$ cat src/sv/hcmbd_pkg.sv
package hcmbd_pkg;

	localparam int DMA_BYTES  = 160;
	localparam int ROM_BYTES  = 32768;
	localparam int RAM_DEPTH  = 8192;
	localparam int SPR_DEPTH  = 256;
	localparam int HRAM_DEPTH = 127;
	localparam int ROM_AW     = $clog2(ROM_BYTES);
	localparam int RAM_AW     = $clog2(RAM_DEPTH);

	localparam logic [2:0] OP_RD_BYTE  = 3'd0;
	localparam logic [2:0] OP_WR_BYTE  = 3'd1;
	localparam logic [2:0] OP_RD_WORD  = 3'd2;
	localparam logic [2:0] OP_WR_WORD  = 3'd3;
	localparam logic [2:0] OP_PUSH     = 3'd4;
	localparam logic [2:0] OP_POP      = 3'd5;
	localparam logic [2:0] OP_LOAD_ROM = 3'd6;
	localparam logic [2:0] OP_RESERVED = 3'd7;

	localparam logic [15:0] A_JOYPAD = 16'hFF00;
	localparam logic [15:0] A_DIV    = 16'hFF04;
	localparam logic [15:0] A_IF     = 16'hFF0F;
	localparam logic [15:0] A_LCDC   = 16'hFF40;
	localparam logic [15:0] A_SCY    = 16'hFF42;
	localparam logic [15:0] A_SCX    = 16'hFF43;
	localparam logic [15:0] A_LY     = 16'hFF44;
	localparam logic [15:0] A_DMA    = 16'hFF46;
	localparam logic [15:0] A_HRAM   = 16'hFF80;
	localparam logic [15:0] A_IE     = 16'hFFFF;
	localparam logic [15:0] A_SPR    = 16'hFE00;
	localparam logic [7:0]  LY_VALUE = 8'h90;
	localparam logic [7:0]  JOY_VALUE = 8'hFF;
	localparam logic [7:0]  LFSR_TAPS = 8'hB8;

	typedef enum logic [1:0] {K_NONE, K_READ, K_WRITE, K_LOAD} kind_t;

	typedef enum logic [2:0] {S_CLR, S_IDLE, S_ACC, S_FIN, S_DACC, S_DFIN} state_t;

	typedef struct packed {
		logic [2:0]  operation;
		logic [15:0] address;
		logic [15:0] data;
		logic [15:0] stack_pointer;
	} req_t;

	typedef struct packed {
		logic [15:0] read_data;
		logic [15:0] new_stack_pointer;
		logic        bad_read;
		logic        bad_write;
	} rsp_t;

	typedef struct packed {
		kind_t       kind;
		logic        two;
		logic [15:0] addr;
		logic [15:0] wdata;
		logic [15:0] nsp;
	} cmd_t;

endpackage

$ cat src/sv/hcmbd_front.sv
module hcmbd_front import hcmbd_pkg::*; (
	input  logic clk,
	input  logic arst_n,
	input  logic start,
	input  req_t req,
	input  logic clearing,
	input  logic pop,
	output logic busy,
	output cmd_t cmd,
	output logic cmd_valid
);

	cmd_t       dec;
	cmd_t       q_q [2];
	logic       wp_q, rp_q;
	logic [1:0] cnt_q;
	logic       push;

	// classify the beat into byte accesses
	always_comb begin
		dec.kind  = K_NONE;
		dec.two   = 1'b0;
		dec.addr  = req.address;
		dec.wdata = req.data;
		dec.nsp   = req.stack_pointer;
		case (req.operation)
			OP_RD_BYTE: dec.kind = K_READ;
			OP_WR_BYTE: dec.kind = K_WRITE;
			OP_RD_WORD: begin
				dec.kind = K_READ;
				dec.two  = 1'b1;
			end
			OP_WR_WORD: begin
				dec.kind = K_WRITE;
				dec.two  = 1'b1;
			end
			OP_PUSH: begin
				dec.kind = K_WRITE;
				dec.two  = 1'b1;
				dec.addr = req.stack_pointer - 16'd2;
				dec.nsp  = req.stack_pointer - 16'd2;
			end
			OP_POP: begin
				dec.kind = K_READ;
				dec.two  = 1'b1;
				dec.addr = req.stack_pointer;
				dec.nsp  = req.stack_pointer + 16'd2;
			end
			OP_LOAD_ROM: dec.kind = K_LOAD;
			default: dec.kind = K_NONE;
		endcase
	end

	assign busy      = clearing | (cnt_q == 2'd2);
	assign push      = start & ~busy;
	assign cmd_valid = (cnt_q != 2'd0);
	assign cmd       = q_q[rp_q];

	always_ff @(posedge clk) begin
		if (push) q_q[wp_q] <= dec;
	end

	always_ff @(posedge clk or negedge arst_n) begin
		if (!arst_n) begin
			wp_q  <= 1'b0;
			rp_q  <= 1'b0;
			cnt_q <= 2'd0;
		end else begin
			if (push) wp_q <= ~wp_q;
			if (pop) rp_q <= ~rp_q;
			cnt_q <= cnt_q + {1'b0, push} - {1'b0, pop};
		end
	end

endmodule

$ cat config.mk
export PLATFORM = sky130hd
export DESIGN_NAME = hcmbd_front
export DESIGN_NICKNAME = d
export VERILOG_FILES = /design/src/sv/hcmbd_pkg.sv /design/src/sv/hcmbd_front.sv
export SDC_FILE = /design/constraint.sdc
export NUM_CORES = 1
export LEC_CHECK = 0
export BUFFER_PORTS_ARGS = -buffer_cell sky130_fd_sc_hd__buf_4
export CELL_PAD_IN_SITES_DETAIL_PLACEMENT = 0
export CELL_PAD_IN_SITES_GLOBAL_PLACEMENT = 1
export CORE_UTILIZATION = 47
export CTS_CLUSTER_DIAMETER = 150
export DETAILED_ROUTE_END_ITERATION = 7
export GPL_TIMING_DRIVEN = 0
export PLACE_DENSITY = 0.84
export SETUP_SLACK_MARGIN = 0.5
export SYNTH_ARGS = -nofsm -noshare
export SYNTH_HDL_FRONTEND = slang
export SYNTH_SLANG_ARGS = --single-unit
$ cat constraint.sdc
create_clock -name clk -period 5.5 [get_ports clk]
set_input_delay 1.1 -clock clk [delete_from_list [all_inputs] [get_ports clk]]
set_output_delay 1.1 -clock clk [all_outputs]
set_load 0.005 [all_outputs]
# After elaboration in Yosys (flattened, before gate mapping)

Memories as Yosys holds them, arrays and structs flattened.
Cells that the tools add are included.

Flip-flop bits (word level): 4
Input bits: 56
Memory bits (writable): 102
Logic and storage cells: 31
Memories kept: 1
Output and inout bits: 53

Memories:

| name | words | width | rd ports | clocked after memory_dff | wr ports | RTL line          | text |
|---|---|---|---|---|---|---|---|
| q_q  | 2     | 51    | 1        | 0                        | 1        | hcmbd_front.sv:14 | `cmd_t q_q [2];` |

Reductions and logical operators: 5
Muxes and demuxes: 6
Add/sub/neg operators: 4
Bitwise operators: 5
Eq/ne operators: 7

Operators by type and width:

| operator                                                              | count |
|---|---|
| 16-bit one-hot mux with 2 select lines                                | 2 |
| 16-bit by 2-bit adder with 16-bit output (second input constant)      | 1 |
| 16-bit by 2-bit subtractor with 16-bit output (second input constant) | 1 |
| 3-bit == test (second input constant)                                 | 3 |
| 3-bit by 2-bit == test with 1-bit output (second input constant)      | 2 |
| 2-bit one-hot mux with 3 select lines                                 | 1 |
| 3-bit OR reduction                                                    | 2 |
| 4-bit OR reduction                                                    | 1 |
| 3-bit by 1-bit == test with 1-bit output (second input constant)      | 1 |
| 3-bit logical NOT                                                     | 1 |
| 1-bit two-way mux                                                     | 3 |
| 1-bit NOT                                                             | 3 |
| 2-bit by 1-bit adder with 2-bit output                                | 1 |
| 2-bit == test (second input constant)                                 | 1 |
| 2-bit nonzero test                                                    | 1 |
| 2-bit by 1-bit subtractor with 2-bit output                           | 1 |
| 1-bit AND                                                             | 1 |
| 1-bit bitwise OR                                                      | 1 |

# Depth between registers and ports, before layout

Gate-level depths: netlist of the first run.

Depth in word-level cells: 6
Depth in mapped cells: 8
Gate-level depth less buffers: 8

# Least setup slack after synthesis of the first run

OpenSTA, ideal clock, no wires.

Path type: in2reg
Start point: input clearing
End point: memory q_q[0][0] in the netlist's numbering, enable pin
Required time: 5.040 ns
Setup time: 0.460 ns
Stages: 3
Setup slack: 1.499 ns
Arrival: 3.542 ns
Cell sequence: a21oi_1 -> nand2_1 -> nor2_1

Word-level cells in the longest chain between the ends: 5

Ends and longest elaborated chain:

| element                                 | RTL line          | text |
|---|---|---|
| from (decl)                             | hcmbd_front.sv:6  | `input logic clearing,` |
| 1-bit bitwise OR                        | hcmbd_front.sv:54 | `assign busy = clearing \| (cnt_q == 2'd2);` |
| 1-bit NOT                               | hcmbd_front.sv:55 | `assign push = start & ~busy;` |
| 1-bit AND                               | hcmbd_front.sv:55 |  |
| 1-bit two-way mux                       | hcmbd_front.sv:60 | `if (push) q_q[wp_q] <= dec;` |
| 1-bit two-way mux (implied by the code) | hcmbd_front.sv:60 |  |
| to (decl)                               | hcmbd_front.sv:14 |  |

Every way passes these cells.

==> results by group, run 1 <==
Timing
  • Setup TNS Final: 0 ns
  • Final min period: approximately 3.3 ns
  • Final Skew: 0.008974 ns
  • Max Slew Vio Count: 0
  • Post-route clock period utilization: 0.5914
  • RSZ-0062 raised after global routing: no
  • Final hold slack: 0.4971 ns
  • Fmax: 307.5 MHz
  • Rel. slew slack: 0.5048
  • Worst Max-Slew Pin Slew: 0.7410 ns
  • Final hold viol count: 0
  • Final setup vio count: 0

Placement
  • Post-DP HPWL: 7445 um
  • Area after DPL: 0.005846 mm2
  • Gp weighted congestion: 0.8740
  • Buffers on Ports: 100

Die
  • I/O Pins: 109
  • Core Rows: 36
  • Die area: 0.01079 mm2
  • Initial Utilization: 0.4924
  • Total core area: 0.009910 mm2
  • Die width: 103.9 um
  • Die height: 103.9 um

Clocking
  • PostCTS Resize Cnt: 0
  • Setup bufs post-CTS: 0
  • Max Buffers Root-to-Sink: 2
  • Clk root buf: clkbuf_8
  • CTS tree: done
  • CTS Buf Count: 9
  • Clk_lat worst skew: 0.37 ns
  • Hold Buf Count CTS: 0
  • Htree depth: 3
  • Clock Pin Slew Worst Setup and Hold Paths: 0.09 ns
  • Clock Sinks: 106

Pwr
  • Clk pwr share: 0.216
  • Pint: roughly 0.0016 W
  • Share of power burned in combinational logic: 0.321
  • NetSw: around 0.00063 W
  • Register share of total power: 0.463
  • Worst VDD drop: 0.0001647 V
  • Power density cells: 371.7 mW/mm2
  • Switching Fraction: 0.2784
  • Leakage power: 2.171 nW

Drt
  • Final wirelength: 10140 um
  • Antenna-violating nets left: 0
  • Vias per cell: about 5.3
  • DRT iter0 DRCs: 164
  • DRC: 0
  • Routed len/inst: 17.36 um
  • Drt first pass iters: 4
  • DR vias: about 3.1k

Critical path
  • RR Startpoint: cnt_q[0]$_DFF_PN0_
  • Startpoint types: register
  • Worst r2r dst: q_q[0][22]$_DFFE_PP_
  • CP Capture Point: cmd[46]
  • Worst Reg-to-Reg Cells: 5
  • Crit path from: rp_q$_DFFE_PN0P_
  • Highest-delay cell along the critical path: clkbuf_1
  • Worst R2R Setup Slack: about 3.5 ns
  • Worst setup EP type: output pin
  • CP max stage delay: 0.55 ns
  • Crit path cell chain: clkbuf_1 > clkbuf_1 > mux2_2 > buf_4
  • WP data required: 4.40 ns
  • Crit path DAT: 2.15 ns
  • Crit Path Category: reg -> out
  • Most used cell, CP: clkbuf_1
  • Worst Path Max Fanout: 10

GRT
  • Pin count of the biggest net entering global routing: 30
  • Total GRT Usage: 0.1993
  • Overflow after GRT: 0
  • Antenna violations before repair: 0
  • Global-route wire length before repair: 16260 um
  • Number of global-route vias before repair: 3136

Yosys
  • Complex-gate fraction of the synthesized area: 0.03821
  • Syn_area_per_cell: 14.65 um2
  • Synth Area in Simple Gates: 0.09667
  • Distinct cells, synth: 41
  • Yosys warning count: 0
  • Sequential area share after synthesis: 0.6482
  • Post-Synth Adder-Cell Area: 0.01026
  • XOR/XNOR share of the synthesized area: 0.05744
  • Largest family of logic cells by synthesized area: multiplexers
  • Multiplexer share of the synthesized area: 0.1197
  • Post-synthesis instance area: 0.004880 mm2
  • Syn Nets: 393
  • Post-Synthesis Cells: 333
  • Post-synthesis register bit count: 106

Final layout
  • Post-route cell area: 0.006047 mm2
  • NumNets Final: 506
  • Antenna diode count: 0
  • Fin util: 0.6102
  • Layout area overhead: 23.92%
  • Layout cell share with drive strength beyond 1: 0.4257

Min path
  • Worst hold path class: reg -> reg
  • Worst Min Path Start: cnt_q[1]$_DFF_PN0_

Run
  • Maxcap violations: 0

Run status
  • Status: finished clean
[layout by cell type (no fill, tap or decap), types with 2 or more instances in the layout]
cell        instances
buf_4             105
ha_1                4
inv_1               9
nand4_1             2
and2_1              2
nand3_1             6
or3_1               4
buf_12              2
or4_4               2
o21ai_1            15
edfxtp_1          102
xor2_1              9
dfrtp_1             4
mux2_2             51
xnor2_1            23
nor4_4              2
nand2_1            23
a31oi_1             2
buf_6               2
nor2_1             13
clkbuf_1           12
and4_1              2
clkbuf_8            9
nand4_4             2
clkinvlp_4          3
o21ai_0             8
nor4_1              4
a21oi_1             5
nor3_1              4
[flip-flops by register name, indices dropped and copies added, names as in the netlist]
register,count
cnt_q,2
rp_q,1
q_q,102
wp_q,1
[cells by family (layout without fill, tap and decap cells)]
family / Yosys count / in the layout
XOR/XNOR: 32 / 32
multiplexers: 52 / 52
adder cells (fa/ha/maj): 4 / 4
flip-flops: 106 / 106
AND/OR/NAND/NOR: 76 / 76
buffers and inverters: 29 / 147
AO/OA/AOI/OAI: 34 / 34
[metal layers]
| metal | track usage | share of wire | wire length, um | up-vias |
|---|---|---|---|---|
| met2 | 0.3429 | 0.51 | 5153 | 101 |
| met1 | 0.2506 | 0.42 | 4241 | 1505 |
| met4 | 0.08163 | 0.020 | 202 | 0 |
| li1 | - | - | - | 1456 |
| met3 | 0.03258 | 0.053 | 538 | 14 |
| met5 | 0 | 0 | 0 | - |
[worst max-delay path, delay by kind of cell (launching register included)]
family / cells / cell delay [ns]
buf+inv: 3 / 1.03
mux: 1 / 0.42
flops: 1 / 0.34
[Yosys cell counts, drive strengths merged]
library cell / instances / area (um2)
and2: 2 / 12.51
or3b: 1 / 11.26
nor4: 7 / 80.07
nand2: 23 / 86.33
nor2: 14 / 52.55
buf: 8 / 65.06
nor3b: 1 / 7.510
or3: 4 / 25.02
xnor2: 23 / 201.4
nand2b: 1 / 6.260
or2: 1 / 6.260
a31oi: 2 / 12.51
or4: 2 / 22.52
nand4: 4 / 55.05
xor2: 9 / 78.83
inv: 9 / 33.78
and4: 2 / 17.52
edfxtp: 102 / 3063
o21ai: 24 / 123.9
clkbuf: 12 / 45.04
dfrtp: 4 / 100.1
ha: 4 / 50.05
a41oi: 1 / 8.760
and3: 1 / 6.260
o211ai: 1 / 7.510
nor3: 6 / 46.30
mux2: 51 / 574.3
nand3: 6 / 30.03
a21oi: 6 / 33.78
mux2i: 1 / 10.01
nor2b: 1 / 6.260
[power groups by stage]
stage | Clock [W] | Combinational (W) | Sequential (W)
after CTS | 0.000498 | 0.000736 | 0.00104
after floorplan | 0 | 0.000386 | 0.00105
after global placement | 0 | 0.000712 | 0.00106
after detailed placement | 0 | 0.000732 | 0.00106
final | 0.000486 | 0.000721 | 0.00104
after global routing | 0.000522 | 0.000785 | 0.00105
[final cells by class]
cell class / instances / area [um2]
clock buffer: 9 / 123.9
clock inverter: 7 / 77.57
tap: 133 / 166.4
multi-input combinational: 198 / 1582
inverter: 9 / 33.78
fill: 798 / 3862
sequential: 106 / 3163
buffer: 20 / 110.1
timing repair buffer: 102 / 790.8
[metrics by stage]
step	instances	worst slack [ns]	total power, W
2_1_floorplan	333	1.499	0.001440
3_3_place_gp	566	0.2419	0.001774
3_5_place_dp	568	2.579	0.001791
4_1_cts	584	2.195	0.002274
5_1_grt	584	2.095	0.002357
6_report	584	2.247	0.002248
[worst min-delay path by stage]
stage / slack [ns] / cells after the start / end
finish: 0.50 / 1 / cnt_q[1]$_DFF_PN0_
global route: 0.49 / 1 / cnt_q[0]$_DFF_PN0_
CTS: 0.49 / 1 / cnt_q[0]$_DFF_PN0_
detailed placement: 0.48 / 1 / cnt_q[1]$_DFF_PN0_
global placement: 0.48 / 1 / cnt_q[1]$_DFF_PN0_
floorplan: 0.46 / 1 / cnt_q[1]$_DFF_PN0_
Note: power is estimated with default switching activity, not from simulation.
==> inputs of run 2 (changes only) <==
CORE_UTILIZATION = 44   (was 47)
PLACE_DENSITY = 0.8   (was 0.84)
clock period = 3.08 ns   (was 5.5 ns; I/O delays follow)
==> run 2 against run 1 <==
Against the previous run:
- global-route usage down 1.2 points
- register-to-register slack got worse by 2.5 ns
- via count down 2.1%
- clock power grew 64%
- routed wire length shrank 0.19%
- clock skew rose by 0.0046 ns
- design area rose by 0.66%
- worst hold slack lost 0.083 ns
- critical path type unchanged
- highest routed layer unchanged
==> results by group, run 2 (synthesized netlist as in run 1, its figures left out) <==
Run status
  • Status: finished clean

Drt
  • DRT iter0 DRCs: 118
  • Antenna-violating nets left: 0
  • Drt first pass iters: 4
  • Routed len/inst: 17.06 um
  • DR vias: 3011
  • Final wirelength: 10120 um
  • DRC: 0
  • Vias per cell: 5.078

Clocking
  • Clk root buf: clkbuf_8
  • Clock Sinks: 106
  • Max Buffers Root-to-Sink: 2
  • CTS tree: done
  • Clock Pin Slew Worst Setup and Hold Paths: 0.11 ns
  • Clk_lat worst skew: ~0.37 ns
  • CTS Buf Count: 9
  • Htree depth: 3
  • Setup bufs post-CTS: 0

Placement
  • Area after DPL: 0.005889 mm2
  • Gp weighted congestion: slightly below 0.9
  • Post-DP HPWL: 7302 um
  • Dpl cells: between 500 and 600
  • Buffers on Ports: 100
  • DP Worst Slack: a little over 0.6 ns

Die
  • I/O Pins: roughly 110
  • Die width: 107.3 um
  • Total core area: 0.01084 mm2
  • Initial Utilization: 0.4501
  • Core Rows: 38
  • Die height: 107.3 um
  • Die area: 0.01152 mm2

Final layout
  • Most common cell after layout, fill and taps aside: buf_4
  • Max reg flops: just over 100
  • Post-Layout Cell Count: between 500 and 600
  • Layout area overhead: 24.74%
  • Layout cell share with drive strength beyond 1: 0.4349
  • Seq. cell area: approximately 0.0032 mm2
  • Antenna diode count: 0
  • Largest regs: q_q x102, cnt_q x2
  • Commonest cells after routing, fill and taps aside: buf_4, edfxtp_1, mux2_2
  • Post-route cell area: 0.006087 mm2
  • Number of fill cells: 952
  • Biggest register: q_q
  • NumNets Final: approximately 500
  • Multi-input gate area: 0.001582 mm2

Critical path
  • Worst Path Max Fanout: 10
  • Worst Reg-to-Reg Cells: 6
  • Crit path DAT: 1.75 ns
  • Startpoint types: register
  • Crit Path Category: reg -> out
  • Crit path from: rp_q$_DFFE_PN0P_
  • Most used cell, CP: clkbuf_2
  • WP data required: ~2.5 ns
  • Worst setup EP type: output pin
  • CP max stage delay: approximately 0.39 ns
  • RR Startpoint: cnt_q[0]$_DFF_PN0_
  • Highest-delay cell along the critical path: mux2_2
  • Crit path cell chain: clkbuf_2 > clkbuf_2 > mux2_2 > buf_4

Timing
  • Post-route clock period utilization: 0.7690
  • Max Slew Vio Count: 0
  • Worst Max-Slew Pin Slew: 0.6004 ns
  • Final hold slack: between 0.4 and 0.5 ns
  • Final min period: ~2.4 ns
  • Setup ws final: around 0.71 ns
  • RSZ-0062 raised after global routing: no
  • Final Skew: 0.01355 ns
  • Final hold viol count: 0
  • Rel. slew slack: 0.5988
  • Final setup vio count: 0
  • Fmax: 422.2 MHz

GRT
  • Antenna violations before repair: 0
  • Global-route wire length before repair: 15830 um
  • Overflow after GRT: 0
  • Number of global-route vias before repair: 3102
  • Pin count of the biggest net entering global routing: 34
  • Total GRT Usage: 0.1869

Pwr
  • Worst VDD drop: 0.0002838 V
  • Leakage power: 2.204 nW
  • Total power: about 0.0040 W
  • Power density cells: 652.4 mW/mm2

Run
  • Maxcap violations: 0

Min path
  • Hold Path Depth: 2
  • Worst hold path class: in -> reg
  • Worst Min Path Start: pop
==> run 2: changes by cell type in the layout (fill, tap and decap cells not counted), sizes merged <==
cell | previous run | this run
clkinv | 1 | 3
clkinvlp | 3 | 0
clkbuf | 21 | 23
buf | 110 | 111
bufinv | 1 | 0
dlygate4sd3 | 0 | 1
==> run 2: critical path, delay by kind of cell, from the launching register on <==
kind	cells	cell delay [ns]
buffers and inverters	3	0.65
DFF	1	0.34
muxes	1	0.39
==> run 2: final timing paths <==
kind	end	slack, ns
setup / recovery	cmd[47]	0.71
hold / removal	rp_q$_DFFE_PN0P_	0.41
setup reg to reg	q_q[0][42]$_DFFE_PP_	0.97
hold reg to reg	cnt_q[1]$_DFF_PN0_	0.50
max in group asynchronous	cnt_q[1]$_DFF_PN0_	2.43
min in group asynchronous	cnt_q[0]$_DFF_PN0_	0.55
==> run 2: layer usage <==
layer / GRT usage / share of wire / up-vias
li1: - / - / 1458
met1: 0.2358 / 0.43 / 1435
met2: 0.3184 / 0.50 / 106
met3: 0.04237 / 0.059 / 12
met4: 0.06067 / 0.015 / 0
met5: 0 / 0 / -
==> run 2: per-stage QoR <==
step	setup TNS, ns	util
4_1_cts	0	0.5606
5_1_grt	0	0.5615
6_report	0	0.5615
2_1_floorplan	0	-
3_3_place_gp	-12.41	0.5362
3_5_place_dp	0	0.5433
==> run 2: power breakdown <==
| part | total [W] | internal, W | switching [W] | leakage [nW] |
|---|---|---|---|---|
| clock | 0.000796 | 0.000308 | 0.000487 | 0.0900 |
| combinational | 0.00132 | 0.000738 | 0.000582 | 1.14 |
| sequential | 0.00186 | 0.00180 | 0.0000512 | 0.979 |
| total | 0.00397 | 0.00285 | 0.00112 | 2.20 |
==> run 2: cell type report <==
class                           count  area share
Clock inverter                      5    0.007605
Timing Repair Buffer              104      0.1373
Buffer                             20     0.01973
Tap cell                          140     0.02878
Multi-Input combinational cell    198      0.2598
Sequential cell                   106      0.5196
Inverter                            9    0.005550
Clock buffer                       11     0.02158
==> run 2: repair_timing <==
item | CTS | global route
endpoints found under the hold margin | 0 | 4
setup endpoints to repair | 49 | 0
gates resized for setup | 7 | 0
hold buffers | 0 | 1
==> inputs of run 3 (changes only) <==
clock period = 2.3 ns   (was 3.08 ns; I/O delays follow)
==> run 3 against run 2 <==
Against the previous run:
- the flow now finishes with violations (DRC)
- critical path depth stayed put
- sequential cell count stayed put
- register-to-register slack worse by 0.40 ns
==> results by group, run 3 (synthesized netlist as in run 1, its figures left out) <==
Drt
  • Final wirelength: 11010 um
  • Vias per cell: 5.168
  • DRT iter0 DRCs: approximately 150
  • DR vias: 3106
  • Drt first pass iters: 6
  • Routed len/inst: ~18 um
  • DRC: 1
  • Antenna-violating nets left: 0

Die
  • I/O Pins: around 110
  • Core Rows: 38
  • Initial Utilization: 0.4501
  • Die area: 0.01152 mm2
  • Total core area: between 0.01 and 0.015 mm2
  • Die width: 107.3 um
  • Die height: 107.3 um

Timing
  • Rel. slew slack: 0.5681
  • Final min period: 2.070 ns
  • Worst Max-Slew Pin Slew: ~0.65 ns
  • Final setup vio count: 0
  • Setup TNS Final: 0 ns
  • Post-route clock period utilization: 0.8998
  • Fmax: 483.2 MHz
  • Setup ws final: around 0.23 ns
  • Final Skew: about 0.008 ns
  • RSZ-0062 raised after global routing: yes
  • Max Slew Vio Count: 0
  • Final hold viol count: 0

Critical path
  • WP data required: 1.84 ns
  • Worst Path Max Fanout: 8
  • Worst setup EP type: output pin
  • CP max stage delay: 0.45 ns
  • Startpoint types: register
  • Crit path cell chain: buf_12 > clkbuf_16 > mux2_4 > buf_4
  • Highest-delay cell along the critical path: dfrtp_1
  • Crit path DAT: between 1.5 and 2 ns
  • Crit Path Category: reg -> out

Final layout
  • Most common cell after layout, fill and taps aside: edfxtp_1
  • Commonest cells after routing, fill and taps aside: edfxtp_1, buf_4, buf_6
  • Largest regs: q_q x102, cnt_q x2
  • Fin util: 0.6206
  • NumNets Final: 517
  • Antenna diode count: 0
  • Layout area overhead: 37.87%
  • Max reg flops: 102
  • Layout cell share with drive strength beyond 1: 0.4707
  • Biggest register: q_q

Clocking
  • Clk_lat worst skew: 0.36 ns
  • Clk root buf: clkbuf_8
  • Htree depth: 3
  • CTS Buf Count: 9
  • Clock Pin Slew Worst Setup and Hold Paths: about 0.10 ns
  • Clock Sinks: 106
  • Max Buffers Root-to-Sink: 2
  • CTS tree: done

Placement
  • Buffers on Ports: 100
  • DP Worst Slack: 0.04723 ns
  • Gp weighted congestion: 0.8540
  • Post-DP HPWL: 7121 um

Pwr
  • Worst VDD drop: 0.0004457 V
  • Power density cells: 964.9 mW/mm2
  • Leakage power: 2.565 nW

Min path
  • Worst hold path class: in -> reg

GRT
  • Global-route wire length before repair: about 16000 um
  • Pin count of the biggest net entering global routing: 52
  • Total GRT Usage: 0.1914
  • Number of global-route vias before repair: 3034
  • Antenna violations before repair: 0
  • Overflow after GRT: 0

Run status
  • Failing checks: DRC
  • Status: finished, violations left

Run
  • Maxcap violations: 0
-- run 3: changes by cell type in the layout (fill, tap and decap cells not counted), sizes merged --
| cell | before | now |
|---|---|---|
| inv | 11 | 10 |
| bufinv | 0 | 3 |
| buf | 111 | 118 |
| clkbuf | 23 | 22 |
| nor2 | 14 | 15 |
| and3 | 1 | 2 |
| clkinv | 3 | 1 |
-- run 3: worst max-delay path: cells and delay by family (launching register included) --
kind     cells  cell delay [ns]
flops        1             0.45
buf+inv      3             0.49
mux          1             0.30
-- run 3: area by class of cell --
class,count,area [um2]
timing repair buffer,111,1059
buffer,20,234.0
clock inverter,5,102.6
tap,140,175.2
inverter,9,33.78
multi-input combinational,200,1833
fill,860,4113
clock buffer,10,127.6
sequential,106,3163
-- run 3: power breakdown --
group / switching [W] / internal, W / leakage [nW]
clock: 0.000606 / 0.000718 / 0.114
combinational: 0.00100 / 0.00164 / 1.47
sequential: 0.000110 / 0.00242 / 0.979
-- run 3: through the flow --
stage	power, W	std cells	area (um2)	hold slack [ns]
finish	0.006491	601	6728	0.2648
floorplan	0.003458	333	4916	0.1644
global placement	0.004255	573	5842	0.2585
CTS	0.006075	595	6384	0.2551
global route	0.006775	601	6728	0.2618
detailed placement	0.004296	574	5862	0.2599
-- run 3: routing by layer --
layer | wire [um] | up-vias | global-route usage | share of wire
li1 | - | 1482 | - | -
met1 | 4844 | 1515 | 0.2493 | 0.44
met2 | 5504 | 98 | 0.3235 | 0.50
met3 | 522 | 11 | 0.03208 | 0.047
met4 | 137 | 0 | 0.06751 | 0.012
met5 | 0 | - | 0 | 0
-- run 3: path summary, 6_finish.rpt --
check	from	endpoint	slack [ns]	depth (start not counted)
max reg2reg	cnt_q[0]$_DFF_PN0_	cnt_q[1]$_DFF_PN0_	0.57	8
max	rp_q$_DFFE_PN0P_	cmd[47]	0.23	4
min in group asynchronous	arst_n	rp_q$_DFFE_PN0P_	0.44	2
min	pop	rp_q$_DFFE_PN0P_	0.26	2
max in group asynchronous	arst_n	cnt_q[1]$_DFF_PN0_	1.77	2
min reg2reg	cnt_q[0]$_DFF_PN0_	cnt_q[0]$_DFF_PN0_	0.55	1
-- run 3: what timing repair did --
| item | CTS | global route |
|---|---|---|
| pin swaps | 1 | 4 |
| endpoints found under the hold margin | 4 | 0 |
| hold buffers | 1 | 0 |
| endpoints found under the setup margin | 155 | 118 |
| resized for setup | 48 | 77 |
| buffers inserted | 1 | 2 |
| gates cloned | 4 | 4 |
